### src/rtl/pce_pkg.sv
`default_nettype none

package pce_pkg;

    // Sizing of the device table and the bridge frame stack.
    localparam int MAX_DEVICES = 32;
    localparam int STACK_DEPTH = 16;
    localparam int RC_W        = $clog2(MAX_DEVICES + 1);
    localparam int SP_W        = $clog2(STACK_DEPTH + 1);
    localparam int SA_W        = $clog2(STACK_DEPTH);

    // Result buffer between the walker and the result channel.
    localparam int FIFO_DEPTH  = 4;
    localparam int FIFO_AW     = $clog2(FIFO_DEPTH);
    localparam int FIFO_CW     = $clog2(FIFO_DEPTH + 1);

    // Input operation codes.
    localparam logic OP_START = 1'b0;
    localparam logic OP_DATA  = 1'b1;

    // Result kinds.
    localparam logic [1:0] KIND_REQUEST = 2'd0;
    localparam logic [1:0] KIND_RECORD  = 2'd1;
    localparam logic [1:0] KIND_FINISH  = 2'd2;

    // Finish status codes.
    localparam logic [1:0] FIN_OK         = 2'd0;
    localparam logic [1:0] FIN_TABLE_FULL = 2'd1;
    localparam logic [1:0] FIN_STACK_OVF  = 2'd2;

    // Configuration space offsets and field values.
    localparam logic [7:0]  OFF_VENDOR     = 8'h00;
    localparam logic [7:0]  OFF_CLASS      = 8'h08;
    localparam logic [7:0]  OFF_HDR        = 8'h0c;
    localparam logic [7:0]  OFF_BUSNUM     = 8'h18;
    localparam logic [7:0]  OFF_MASK       = 8'hfc;
    localparam logic [15:0] VENDOR_ABSENT  = 16'hffff;
    localparam logic [7:0]  CLASS_BRIDGE   = 8'h06;
    localparam logic [7:0]  SUB_PCI_BRIDGE = 8'h04;
    localparam int          HDR_MF_BIT     = 7;
    localparam logic [4:0]  LAST_DEV       = 5'd31;
    localparam logic [2:0]  LAST_FN        = 3'd7;

    typedef struct packed {
        logic        opcode;
        logic [31:0] read_data;
    } item_t;

    typedef struct packed {
        logic [1:0]  kind;
        logic [31:0] config_address;
        logic [7:0]  bus;
        logic [4:0]  device;
        logic [2:0]  function_res;
        logic [7:0]  hdr_type;
        logic [7:0]  base_class;
        logic [7:0]  sub_class;
        logic [7:0]  prog_interface;
        logic [1:0]  status;
        logic        last;
    } result_t;

    typedef struct packed {
        logic [7:0] bus;
        logic [4:0] dev;
        logic [2:0] fn;
    } pos_t;

    // A root frame holds the host function in pos.fn.
    typedef struct packed {
        logic root;
        pos_t pos;
    } frame_t;

    typedef enum logic [3:0] {
        PH_IDLE,
        PH_HOST_HDR,
        PH_HOST_VENDOR,
        PH_BUS_VENDOR,
        PH_FN_CLASS,
        PH_FN_HDR,
        PH_FN_BUSNUM,
        PH_DEV_HDR,
        PH_FN_VENDOR
    } phase_t;

    typedef enum logic [1:0] {
        ENG_RUN,
        ENG_FOLLOW,
        ENG_POP
    } eng_state_t;

    // Outcome of advancing past a finished function or device.
    typedef struct packed {
        logic       pop;
        pos_t       pos;
        logic [7:0] off;
        phase_t     phase;
    } step_t;

    typedef struct packed {
        logic         wr_en;
        logic [SA_W-1:0] wr_addr;
        frame_t       wr_data;
        logic         rd_en;
        logic [SA_W-1:0] rd_addr;
    } stack_req_t;

    function automatic result_t make_request(pos_t p, logic [7:0] off);
        result_t r;
        r = '0;
        r.kind           = KIND_REQUEST;
        r.config_address = {1'b1, 7'b0, p.bus, p.dev, p.fn, off & OFF_MASK};
        r.last           = 1'b1;
        return r;
    endfunction

    function automatic result_t make_finish(logic [1:0] st);
        result_t r;
        r = '0;
        r.kind   = KIND_FINISH;
        r.status = st;
        r.last   = 1'b1;
        return r;
    endfunction

    function automatic step_t dev_done(pos_t p);
        step_t s;
        s = '0;
        s.pos = p;
        if (p.dev != LAST_DEV) begin
            s.pos.dev = p.dev + 5'd1;
            s.pos.fn  = '0;
            s.off     = OFF_VENDOR;
            s.phase   = PH_BUS_VENDOR;
        end
        else begin
            s.pop = 1'b1;
        end
        return s;
    endfunction

    function automatic step_t fn_done(pos_t p);
        step_t s;
        s = '0;
        s.pos = p;
        if (p.fn == 3'd0) begin
            s.off   = OFF_HDR;
            s.phase = PH_DEV_HDR;
        end
        else if (p.fn != LAST_FN) begin
            s.pos.fn = p.fn + 3'd1;
            s.off    = OFF_VENDOR;
            s.phase  = PH_FN_VENDOR;
        end
        else begin
            s = dev_done(p);
        end
        return s;
    endfunction

endpackage

`default_nettype wire

### src/rtl/pce_frame_stack.sv
`default_nettype none

module pce_frame_stack (
    input  wire                 clk,
    input  pce_pkg::stack_req_t req,
    output pce_pkg::frame_t     rd_data
);
    import pce_pkg::*;

    frame_t mem [STACK_DEPTH];
    frame_t rd_data_reg;

    // Single write port.
    always_ff @(posedge clk)
    begin
        if (req.wr_en)
        begin
            mem[req.wr_addr] <= req.wr_data;
        end
    end

    // Registered read; the data holds until the next read.
    always_ff @(posedge clk)
    begin
        if (req.rd_en)
        begin
            rd_data_reg <= mem[req.rd_addr];
        end
    end

    assign rd_data = rd_data_reg;

endmodule

`default_nettype wire

### src/rtl/pce_result_fifo.sv
`default_nettype none

module pce_result_fifo (
    input  wire              clk,
    input  wire              rst_n,
    input  wire              push,
    input  pce_pkg::result_t push_data,
    output logic             full,
    output logic             result_valid,
    input  wire              result_stall,
    output pce_pkg::result_t result
);
    import pce_pkg::*;

    result_t              slots [FIFO_DEPTH];
    logic [FIFO_AW-1:0]   wr_ptr_reg, wr_ptr_next;
    logic [FIFO_AW-1:0]   rd_ptr_reg, rd_ptr_next;
    logic [FIFO_CW-1:0]   count_reg, count_next;
    logic                 pop;

    assign result_valid = (count_reg != '0);
    assign full         = (count_reg == FIFO_CW'(FIFO_DEPTH));
    assign pop          = result_valid && !result_stall;
    assign result       = slots[rd_ptr_reg];

    // Pointer and occupancy update.
    always_comb
    begin
        wr_ptr_next = push ? wr_ptr_reg + FIFO_AW'(1) : wr_ptr_reg;
        rd_ptr_next = pop ? rd_ptr_reg + FIFO_AW'(1) : rd_ptr_reg;
        count_next  = count_reg;
        if (push && !pop)
        begin
            count_next = count_reg + FIFO_CW'(1);
        end
        else if (pop && !push)
        begin
            count_next = count_reg - FIFO_CW'(1);
        end
    end

    always_ff @(posedge clk or negedge rst_n)
    begin
        if (!rst_n)
        begin
            wr_ptr_reg <= '0;
            rd_ptr_reg <= '0;
            count_reg  <= '0;
        end
        else
        begin
            wr_ptr_reg <= wr_ptr_next;
            rd_ptr_reg <= rd_ptr_next;
            count_reg  <= count_next;
        end
    end

    // Result storage.
    always_ff @(posedge clk)
    begin
        if (push)
        begin
            slots[wr_ptr_reg] <= push_data;
        end
    end

endmodule

`default_nettype wire

### src/rtl/pce_walker.sv
`default_nettype none

module pce_walker (
    input  wire                 clk,
    input  wire                 rst_n,
    input  wire                 item_valid,
    output logic                item_stall,
    input  pce_pkg::item_t      item,
    input  wire                 fifo_full,
    output logic                push,
    output pce_pkg::result_t    push_data,
    output pce_pkg::stack_req_t stack_req,
    input  pce_pkg::frame_t     stack_rd_data
);
    import pce_pkg::*;

    eng_state_t       state_reg, state_next;
    phase_t           phase_reg, phase_next;
    pos_t             pos_reg, pos_next;
    logic [SP_W-1:0]  sp_reg, sp_next;
    logic [RC_W-1:0]  rc_reg, rc_next;
    logic [23:0]      class_reg, class_next;

    logic             accept;
    logic             act_follow;
    logic             act_pop;
    logic             use_walk;
    step_t            wk;
    logic [15:0]      vendor;
    logic [7:0]       hdr;
    frame_t           frame;
    pos_t             root_pos;

    assign item_stall = (state_reg != ENG_RUN) || fifo_full;
    assign accept     = item_valid && !item_stall;
    assign vendor     = item.read_data[15:0];
    assign hdr        = item.read_data[23:16];
    assign frame      = stack_rd_data;

    // Step decode: results, stack traffic and the next scan position.
    always_comb
    begin
        push        = 1'b0;
        push_data   = '0;
        phase_next  = phase_reg;
        pos_next    = pos_reg;
        sp_next     = sp_reg;
        rc_next     = rc_reg;
        class_next  = class_reg;
        stack_req   = '0;
        act_follow  = 1'b0;
        act_pop     = 1'b0;
        use_walk    = 1'b0;
        wk          = '0;
        root_pos    = '0;

        case (state_reg)
            ENG_RUN:
            begin
                if (accept && item.opcode == OP_START)
                begin
                    rc_next    = '0;
                    sp_next    = '0;
                    class_next = '0;
                    pos_next   = '0;
                    push       = 1'b1;
                    push_data  = make_request('0, OFF_HDR);
                    phase_next = PH_HOST_HDR;
                end
                else if (accept)
                begin
                    case (phase_reg)
                        PH_HOST_HDR, PH_HOST_VENDOR:
                        begin
                            push = 1'b1;
                            if ((phase_reg == PH_HOST_HDR && !hdr[HDR_MF_BIT]) ||
                                (phase_reg == PH_HOST_VENDOR && vendor != VENDOR_ABSENT))
                            begin
                                // Open the root bus and push its frame.
                                root_pos.fn = (phase_reg == PH_HOST_HDR) ? 3'd0 : pos_reg.fn;
                                stack_req.wr_en   = 1'b1;
                                stack_req.wr_addr = '0;
                                stack_req.wr_data = {1'b1, root_pos};
                                sp_next           = SP_W'(1);
                                pos_next          = '0;
                                pos_next.bus      = {5'b0, root_pos.fn};
                                push_data  = make_request(pos_next, OFF_VENDOR);
                                phase_next = PH_BUS_VENDOR;
                            end
                            else if (phase_reg == PH_HOST_VENDOR && pos_reg.fn == LAST_FN)
                            begin
                                push_data  = make_finish(FIN_OK);
                                phase_next = PH_IDLE;
                            end
                            else
                            begin
                                pos_next    = '0;
                                pos_next.fn = (phase_reg == PH_HOST_HDR) ?
                                              3'd1 : pos_reg.fn + 3'd1;
                                push_data   = make_request(pos_next, OFF_VENDOR);
                                phase_next  = PH_HOST_VENDOR;
                            end
                        end
                        PH_BUS_VENDOR, PH_FN_VENDOR:
                        begin
                            if (vendor == VENDOR_ABSENT)
                            begin
                                use_walk = 1'b1;
                                wk = (phase_reg == PH_BUS_VENDOR) ? dev_done(pos_reg)
                                                                  : fn_done(pos_reg);
                            end
                            else
                            begin
                                push       = 1'b1;
                                push_data  = make_request(pos_reg, OFF_CLASS);
                                phase_next = PH_FN_CLASS;
                            end
                        end
                        PH_FN_CLASS:
                        begin
                            class_next = item.read_data[31:8];
                            push       = 1'b1;
                            push_data  = make_request(pos_reg, OFF_HDR);
                            phase_next = PH_FN_HDR;
                        end
                        PH_FN_HDR:
                        begin
                            push = 1'b1;
                            if (rc_reg >= RC_W'(MAX_DEVICES))
                            begin
                                push_data  = make_finish(FIN_TABLE_FULL);
                                phase_next = PH_IDLE;
                            end
                            else
                            begin
                                // Device record; ENG_FOLLOW sends the follow-up.
                                push_data.kind           = KIND_RECORD;
                                push_data.bus            = pos_reg.bus;
                                push_data.device         = pos_reg.dev;
                                push_data.function_res   = pos_reg.fn;
                                push_data.hdr_type       = hdr;
                                push_data.base_class     = class_reg[23:16];
                                push_data.sub_class      = class_reg[15:8];
                                push_data.prog_interface = class_reg[7:0];
                                rc_next    = rc_reg + RC_W'(1);
                                act_follow = 1'b1;
                            end
                        end
                        PH_FN_BUSNUM:
                        begin
                            push = 1'b1;
                            if (sp_reg >= SP_W'(STACK_DEPTH))
                            begin
                                push_data  = make_finish(FIN_STACK_OVF);
                                phase_next = PH_IDLE;
                            end
                            else
                            begin
                                stack_req.wr_en   = 1'b1;
                                stack_req.wr_addr = sp_reg[SA_W-1:0];
                                stack_req.wr_data = {1'b0, pos_reg};
                                sp_next           = sp_reg + SP_W'(1);
                                pos_next          = '0;
                                pos_next.bus      = item.read_data[15:8];
                                push_data  = make_request(pos_next, OFF_VENDOR);
                                phase_next = PH_BUS_VENDOR;
                            end
                        end
                        PH_DEV_HDR:
                        begin
                            if (!hdr[HDR_MF_BIT])
                            begin
                                use_walk = 1'b1;
                                wk       = dev_done(pos_reg);
                            end
                            else
                            begin
                                pos_next.fn = 3'd1;
                                push        = 1'b1;
                                push_data   = make_request(pos_next, OFF_VENDOR);
                                phase_next  = PH_FN_VENDOR;
                            end
                        end
                        default:
                        begin
                        end
                    endcase
                end
            end
            ENG_FOLLOW:
            begin
                if (!fifo_full)
                begin
                    if (class_reg[23:16] == CLASS_BRIDGE && class_reg[15:8] == SUB_PCI_BRIDGE)
                    begin
                        push       = 1'b1;
                        push_data  = make_request(pos_reg, OFF_BUSNUM);
                        phase_next = PH_FN_BUSNUM;
                    end
                    else
                    begin
                        use_walk = 1'b1;
                        wk       = fn_done(pos_reg);
                    end
                end
            end
            ENG_POP:
            begin
                if (!fifo_full)
                begin
                    if (frame.root)
                    begin
                        push = 1'b1;
                        if (frame.pos.fn == 3'd0 || frame.pos.fn == LAST_FN)
                        begin
                            push_data  = make_finish(FIN_OK);
                            phase_next = PH_IDLE;
                        end
                        else
                        begin
                            pos_next    = '0;
                            pos_next.fn = frame.pos.fn + 3'd1;
                            push_data   = make_request(pos_next, OFF_VENDOR);
                            phase_next  = PH_HOST_VENDOR;
                        end
                    end
                    else
                    begin
                        use_walk = 1'b1;
                        wk       = fn_done(frame.pos);
                    end
                end
            end
            default:
            begin
            end
        endcase

        // Advance to the next device or function, or pop a bus frame.
        if (use_walk)
        begin
            pos_next = wk.pos;
            if (!wk.pop)
            begin
                push       = 1'b1;
                push_data  = make_request(wk.pos, wk.off);
                phase_next = wk.phase;
            end
            else if (sp_reg == '0)
            begin
                push       = 1'b1;
                push_data  = make_finish(FIN_OK);
                phase_next = PH_IDLE;
            end
            else
            begin
                sp_next           = sp_reg - SP_W'(1);
                stack_req.rd_en   = 1'b1;
                stack_req.rd_addr = sp_next[SA_W-1:0];
                act_pop           = 1'b1;
            end
        end
    end

    // Sequencer next state.
    always_comb
    begin
        state_next = state_reg;
        case (state_reg)
            ENG_RUN:
            begin
                if (act_follow)
                begin
                    state_next = ENG_FOLLOW;
                end
                else if (act_pop)
                begin
                    state_next = ENG_POP;
                end
            end
            ENG_FOLLOW, ENG_POP:
            begin
                if (act_pop)
                begin
                    state_next = ENG_POP;
                end
                else if (!fifo_full)
                begin
                    state_next = ENG_RUN;
                end
            end
            default:
            begin
                state_next = ENG_RUN;
            end
        endcase
    end

    always_ff @(posedge clk or negedge rst_n)
    begin
        if (!rst_n)
        begin
            state_reg <= ENG_RUN;
            phase_reg <= PH_IDLE;
            pos_reg   <= '0;
            sp_reg    <= '0;
            rc_reg    <= '0;
            class_reg <= '0;
        end
        else
        begin
            state_reg <= state_next;
            phase_reg <= phase_next;
            pos_reg   <= pos_next;
            sp_reg    <= sp_next;
            rc_reg    <= rc_next;
            class_reg <= class_next;
        end
    end

endmodule

`default_nettype wire

### src/rtl/pci_config_enumerator.sv
`default_nettype none

// Channel   Direction  Payload          Handshake
// item      in         pce_pkg::item_t    item_valid / item_stall
// result    out        pce_pkg::result_t  result_valid / result_stall
//
// An item that reports a device yields its record and the follow-up request or finish
// in separate steps, the record first. Each bridge frame taken off the stack adds a
// step for the stack memory read.
// Reset clears the sequencer, counters and result buffer; the stack memory is not cleared.
// item_stall is high while the walker finishes a step or the four-entry result buffer is full.

module pci_config_enumerator (
    input  wire              clk,
    input  wire              rst_n,
    input  wire              item_valid,
    output logic             item_stall,
    input  pce_pkg::item_t   item,
    output logic             result_valid,
    input  wire              result_stall,
    output pce_pkg::result_t result
);
    import pce_pkg::*;

    logic       fifo_full;
    logic       push;
    result_t    push_data;
    stack_req_t stack_req;
    frame_t     stack_rd_data;

    pce_walker u_walker (
        .clk          (clk),
        .rst_n        (rst_n),
        .item_valid   (item_valid),
        .item_stall   (item_stall),
        .item         (item),
        .fifo_full    (fifo_full),
        .push         (push),
        .push_data    (push_data),
        .stack_req    (stack_req),
        .stack_rd_data(stack_rd_data)
    );

    pce_frame_stack u_stack (
        .clk    (clk),
        .req    (stack_req),
        .rd_data(stack_rd_data)
    );

    pce_result_fifo u_fifo (
        .clk         (clk),
        .rst_n       (rst_n),
        .push        (push),
        .push_data   (push_data),
        .full        (fifo_full),
        .result_valid(result_valid),
        .result_stall(result_stall),
        .result      (result)
    );

endmodule

`default_nettype wire

### config.mk
export PLATFORM = sky130hd
export DESIGN_NAME = pci_config_enumerator
export DESIGN_NICKNAME = d
export VERILOG_FILES = /design/src/rtl/pce_pkg.sv /design/src/rtl/pce_frame_stack.sv /design/src/rtl/pce_result_fifo.sv /design/src/rtl/pce_walker.sv /design/src/rtl/pci_config_enumerator.sv
export SDC_FILE = /design/constraint.sdc
export NUM_CORES = 1
export LEC_CHECK = 0
export BUFFER_PORTS_ARGS = -buffer_cell sky130_fd_sc_hd__buf_4
export CELL_PAD_IN_SITES_DETAIL_PLACEMENT = 2
export CELL_PAD_IN_SITES_GLOBAL_PLACEMENT = 2
export CORE_UTILIZATION = 41
export DETAILED_ROUTE_END_ITERATION = 10
export PLACE_DENSITY_LB_ADDON = 0.1
export SYNTH_ARGS = -nofsm -noshare
export SYNTH_HDL_FRONTEND = slang
export SYNTH_SLANG_ARGS = --single-unit
### constraint.sdc
create_clock -name clk -period 5.48 [get_ports clk]
set_clock_uncertainty 0.2 [all_clocks]
set_input_delay 1.096 -clock clk [delete_from_list [all_inputs] [get_ports clk]]
set_output_delay 1.096 -clock clk [all_outputs]
set_load 0.02 [all_outputs]
==> results of run 1 <==
-- placed cells by master, fill, tap and decap left out, drive strengths merged, types with 34 or more instances in the layout --
master,instances
clkbuf,97
nand3,61
nor2,71
a32oi,43
mux4,74
nand2,102
edfxtp,581
o21ai,71
mux2i,74
buf,178
a22oi,34
a21oi,54
and2,49
mux2,36
dfrtp,64
-- layer usage --
layer,wire (um),vias up,track usage (%)
met5,0,-,0
met4,2440,0,8.20
met3,3050,129,2.98
met2,44400,391,44.7
met1,38300,9260,34.3
li1,-,7410,-
-- worst paths after layout --
check | endpoint | slack, ns
max | u_fifo.count_reg[1] | 0.55
min | u_walker.class_reg[6] | 0.30
max reg2reg | u_fifo.count_reg[1] | 0.55
min reg2reg | u_walker.class_reg[6] | 0.30
max in group asynchronous | u_walker.sp_reg[0] | 3.86
min in group asynchronous | u_walker.class_reg[18] | 0.43
-- cells by family (layout without fill, tap and decap cells) --
family	count (synthesis)	after routing	synth area share [%]
buf+inv	151	329	2.48
simple gates	411	411	7.69
other cells	1	13	0.0135
mux	184	184	10.1
xor+xnor	14	14	0.442
flops	645	645	68.7
fa+ha+maj	23	23	1.06
compound gates	364	364	9.48
-- report_power, final --
part | leakage (nW) | switching (W) | internal (W)
combinational | 3.54 | 0.00296 | 0.00190
clock | 1.08 | 0.00192 | 0.00269
sequential | 6.21 | 0.000494 | 0.00607
total | 10.8 | 0.00537 | 0.0107
-- per-stage QoR --
| stage | hold WS (ns) | std cells |
|---|---|---|
| global placement | 0.280 | 2720 |
| detailed placement | 0.288 | 2720 |
| finish | 0.304 | 2847 |
| floorplan | 0.261 | 1804 |
| CTS | 0.306 | 2846 |
| global route | 0.321 | 2846 |
-- worst max-delay path, stage by stage, from the launching register on --
cell and delay [ns]:
dfrtp_1 0.63, inv_1 0.36, ha_1 0.32, nand2b_1 0.22
nand2_1 0.18, nor4_1 0.32, nor2_1 0.13, and2_1 0.26
o21a_1 0.43, a21oi_2 0.61, inv_1 0.11, ha_1 0.25
inv_1 0.08, fa_1 0.42, mux2_2 0.28
-- area by class of cell --
class                           instances  area (um2)  share of cell area [%]
Clock inverter                         29         259                   0.807
Multi-Input combinational cell       1008        8160                    25.4
Clock buffer                           97        1960                    6.09
Inverter                               25        96.3                   0.300
Tap cell                              864        1080                    3.37
Timing Repair Buffer                  178        1470                    4.59
Antenna cell                            1        2.50                 0.00780
Sequential cell                       645       19100                    59.4
==> metrics.txt, run 1 <==
status complete, no violations; Synth Area per Inst about 15 um2; initial DRC count 1,308; Post-synth top flop edfxtp_1; Post-synth top cells edfxtp_1, nand2_1, mux2i_1, mux4_2, clkbuf_1; setup_tns 0 ns; fmax between 0.2 and 0.25 GHz; max reg flops around 290; CTS clk-pin slew, worst paths roughly 0.060 ns; final core utilization 48.4%; worst r2r src u_walker.pos_reg[0]; hpwl dp 57,900 um; Ports ~120; Setup Buffers After CTS 0; final period utilization about nine tenths; DR vias/cell between 6 and 7; top post-synthesis cells by area edfxtp_1, mux4_2, dfrtp_1; Final Instance Area 32,100 um2; CTS Buffer Depth 3; H-tree Lvls 3; CTS root buffer clkbuf_16; TritonCTS clock tree done; Worst EP arrival between 5 and 6 ns; P_leak between 10 and 15 nW; pre-CTS setup slack around 0.44 ns; sequential cell area fraction in the yosys report between 60 and 70%; fill count slightly above 6,000; Worst-Skew Late Latency a little over 0.6 ns; area share of the largest cell type after synthesis 62.9%; Final Hold Vio Count 0; area grow syn2layout 15.7%; DIE AREA approximately 69,000 um2; GRT Util Overall around 26%; nets@finish 1,989; Final ANT Viol Nets 0; Pins Over Slew Limit 0; number of global-route vias before repair between 15,000 and 20,000; number of flops mapped to enable cells by yosys a little under 600; Slew headroom between 20% and 30%; drt wl/cell just over 30 um; hold_sp u_walker.class_reg[6]; Worst Path Max Fanout 10; Max VDD drop 0.260 mV; hold path depth 1; Slew @ Worst Pin approximately 1.2 ns; cts hold-fix bufs 0; final WL between 80,000 and 90,000 um; Synth cell types 77; Core ar. roughly 66,000 um2; RSZ-0062 raised after global routing false; CTS sink count about 650; CP Class flip-flop to flip-flop; HP Class flip-flop to flip-flop; Mapped Area between 20,000 and 30,000 um2; post-cts resize count 0; PortBufs roughly 110; reg2reg path depth 14; Critical Path Source u_walker.pos_reg[0]; total power about 0.016 W; Rows 94; pwr/cell area 499 nW/um2; share of cells above drive strength 1 between 20 and 25%; crit path time final a little under 5 ns; ys async rst share 9.92%; Remaining DRCs 0; vias ~17,000; post-placement cell area ~30,000 um2; initial cell density of the core a little over two fifths; Syn. warnings 0; initial antenna violation count 0; Die H ~260 um; final setup margin ~0.55 ns; total congestion overflow 0; # setup viols final 0; area leader, netlist edfxtp_1; Max Cap Viol 0; most frequent cell after synthesis edfxtp_1; Crit. End Element flip-flop; 1st-pass router iterations 5; global-route wire length before repair roughly 130,000 um; post-synthesis cell count ~1,800; largest net degree at the start of global routing 65; GP Congestion between 0.9 and 1; Seq cells post-synth 645; Die X 262 um; CP required a little under 6 ns; CTS Buf Count between 70 and 80; startpoint types flip-flop
Note: power is estimated with default switching activity, not from simulation.
==> run 2, diff against run 1 <==
Settings changed: BUFFER_PORTS_ARGS -buffer_cell sky130_fd_sc_hd__buf_4 to -buffer_cell sky130_fd_sc_hd__buf_2.
==> metrics.txt, run 2 (synthesis results as in run 1) <==
status complete, no violations; CP Class flip-flop to flip-flop; RSZ-0062 raised after global routing false; Flop pwr share 41.0%; TritonCTS clock tree done; max reg flops around 290; WP buf/inv 1; global-route wire length before repair 128,000 um; number of global-route vias before repair approximately 19,000; Max VDD drop roughly 0.29 mV; Sw Share between 30% and 40%; CP Depth 8; area grow syn2layout 15.8%; post-placement cell area 29,700 um2; Final Instance Area 32,100 um2; Worst-Skew Late Latency a little over 0.6 ns; reg2reg path depth 8; reg2reg end u_fifo.slots[1][73]; Setup Buffers After CTS 0; total congestion overflow 0; Slew headroom a little over 30%; Worst EP arrival between 4 and 5 ns; final std cells w/o fill about 2,900; fill count just over 6,000; initial antenna violation count 2; CTS root buffer clkbuf_16; Sw Pwr around 0.0054 W; DR vias/cell 5.98; PortBufs about 110; drt wl/cell ~31 um; fmax about 0.23 GHz; vias between 15,000 and 20,000; Final Hold Vio Count 0; Pins Over Slew Limit 0; initial DRC count roughly 1,200; GRT Util Overall around a quarter; CTS Buf Count 71; Die X between 200 and 300 um; CP cell instances inv_1 -> ha_1 -> and3_1 -> o21ai_0 -> or3_1 -> o22ai_2 -> a32oi_1 -> o22ai_1; clock network power share 30.2%; Max stage delay on crit path ~0.62 ns; HP Class flip-flop to flip-flop; Crit. End Element flip-flop; initial cell density of the core between 40% and 50%; CTS sink count ~650; pwr/cell area about 500 nW/um2; Largest delay share family, worst path compound AO/OA/AOI/OAI gates; P_leak 10.9 nW; largest net degree at the start of global routing just over 90; CTS Buffer Depth 3; final period utilization between 70% and 80%; Worst Path Max Fanout 14; slowest stage cell, crit path o22ai_1; hold_sp u_walker.class_reg[0]; Rows 94; 1st-pass router iterations 5; CP required roughly 5.6 ns; Post-Place Cells ~2,700; hpwl dp 58,500 um; commonest non-fill, non-tap cell in the layout edfxtp_1; GP Congestion 0.925; worst hold slack 0.302 ns; CTS clk-pin slew, worst paths around 0.060 ns; DIE AREA approximately 70,000 um2; combinational share of power about 29%; Slew @ Worst Pin ~1.0 ns; final WL about 87,000 um; Ports between 100 and 150; nets@finish around 2,000; # setup viols final 0; final core utilization 48.4%; worst r2r src u_walker.state_reg[1]; share of cells above drive strength 1 between 20% and 30%; R2R setup slack 1.22 ns; H-tree Lvls 3; startpoint types flip-flop; Internal approximately 0.011 W; hold path endpoint u_walker.class_reg[0]; Max Cap Viol 0; post-cts resize count 0; Core ar. about 66,000 um2; Remaining DRCs 0; Final ANT Viol Nets 0; crit path time final around 4.3 ns; Die H 262 um; cts hold-fix bufs 0; hold path depth 1; most frequent cells in the layout edfxtp_1, buf_2, nand2_1
==> run 2: worst max-delay path by stage <==
stage,from,end,slack [ns]
after floorplan,item[7],u_fifo.slots[0][0],-0.87
after global placement,item[7],u_fifo.slots[2][65],1.18
after detailed placement,item[32],u_fifo.slots[0][54],1.02
after CTS,u_walker.state_reg[1],u_fifo.slots[0][54],1.21
after global routing,u_walker.state_reg[1],u_fifo.slots[1][54],1.02
final,u_walker.state_reg[1],u_fifo.slots[1][73],1.22
==> run 2: metal layers <==
layer  up-vias  wire, um  GRT usage [%]  share of wire (%)
li1       7428         -              -                  -
met1      9082     36900           33.3                 42
met2       446     44400           44.6                 51
met3       155      3300           2.89                3.8
met4         0      2680           8.94                3.1
met5         -         0              0                  0
==> run 2: power by group through the flow <==
stage | sequential (W) | combinational [W] | clock (W)
3_3_place_gp | 0.00664 | 0.00460 | 0
2_1_floorplan | 0.00639 | 0.00306 | 0
5_1_grt | 0.00668 | 0.00495 | 0.00513
4_1_cts | 0.00662 | 0.00470 | 0.00497
3_5_place_dp | 0.00672 | 0.00468 | 0
6_report | 0.00661 | 0.00464 | 0.00487
==> run 2: metrics by stage <==
step / total power (W) / setup WS (ns) / setup TNS (ns)
final: 0.0161 / 1.22 / 0
after global routing: 0.0168 / 1.02 / 0
after CTS: 0.0163 / 1.21 / 0
after detailed placement: 0.0114 / 1.02 / 0
after global placement: 0.0112 / 1.18 / 0
after floorplan: 0.00945 / -0.866 / -252.98
==> run 2: cell type report <==
class | instances | area [um2] | share of cell area (%)
antenna | 2 | 5.00 | 0.0156
clock buffer | 99 | 2020 | 6.28
clock inverter | 30 | 344 | 1.07
inverter | 25 | 96.3 | 0.300
multi-input combinational | 1008 | 8170 | 25.5
sequential | 645 | 19100 | 59.4
tap | 864 | 1080 | 3.37
timing repair buffer | 189 | 1330 | 4.14
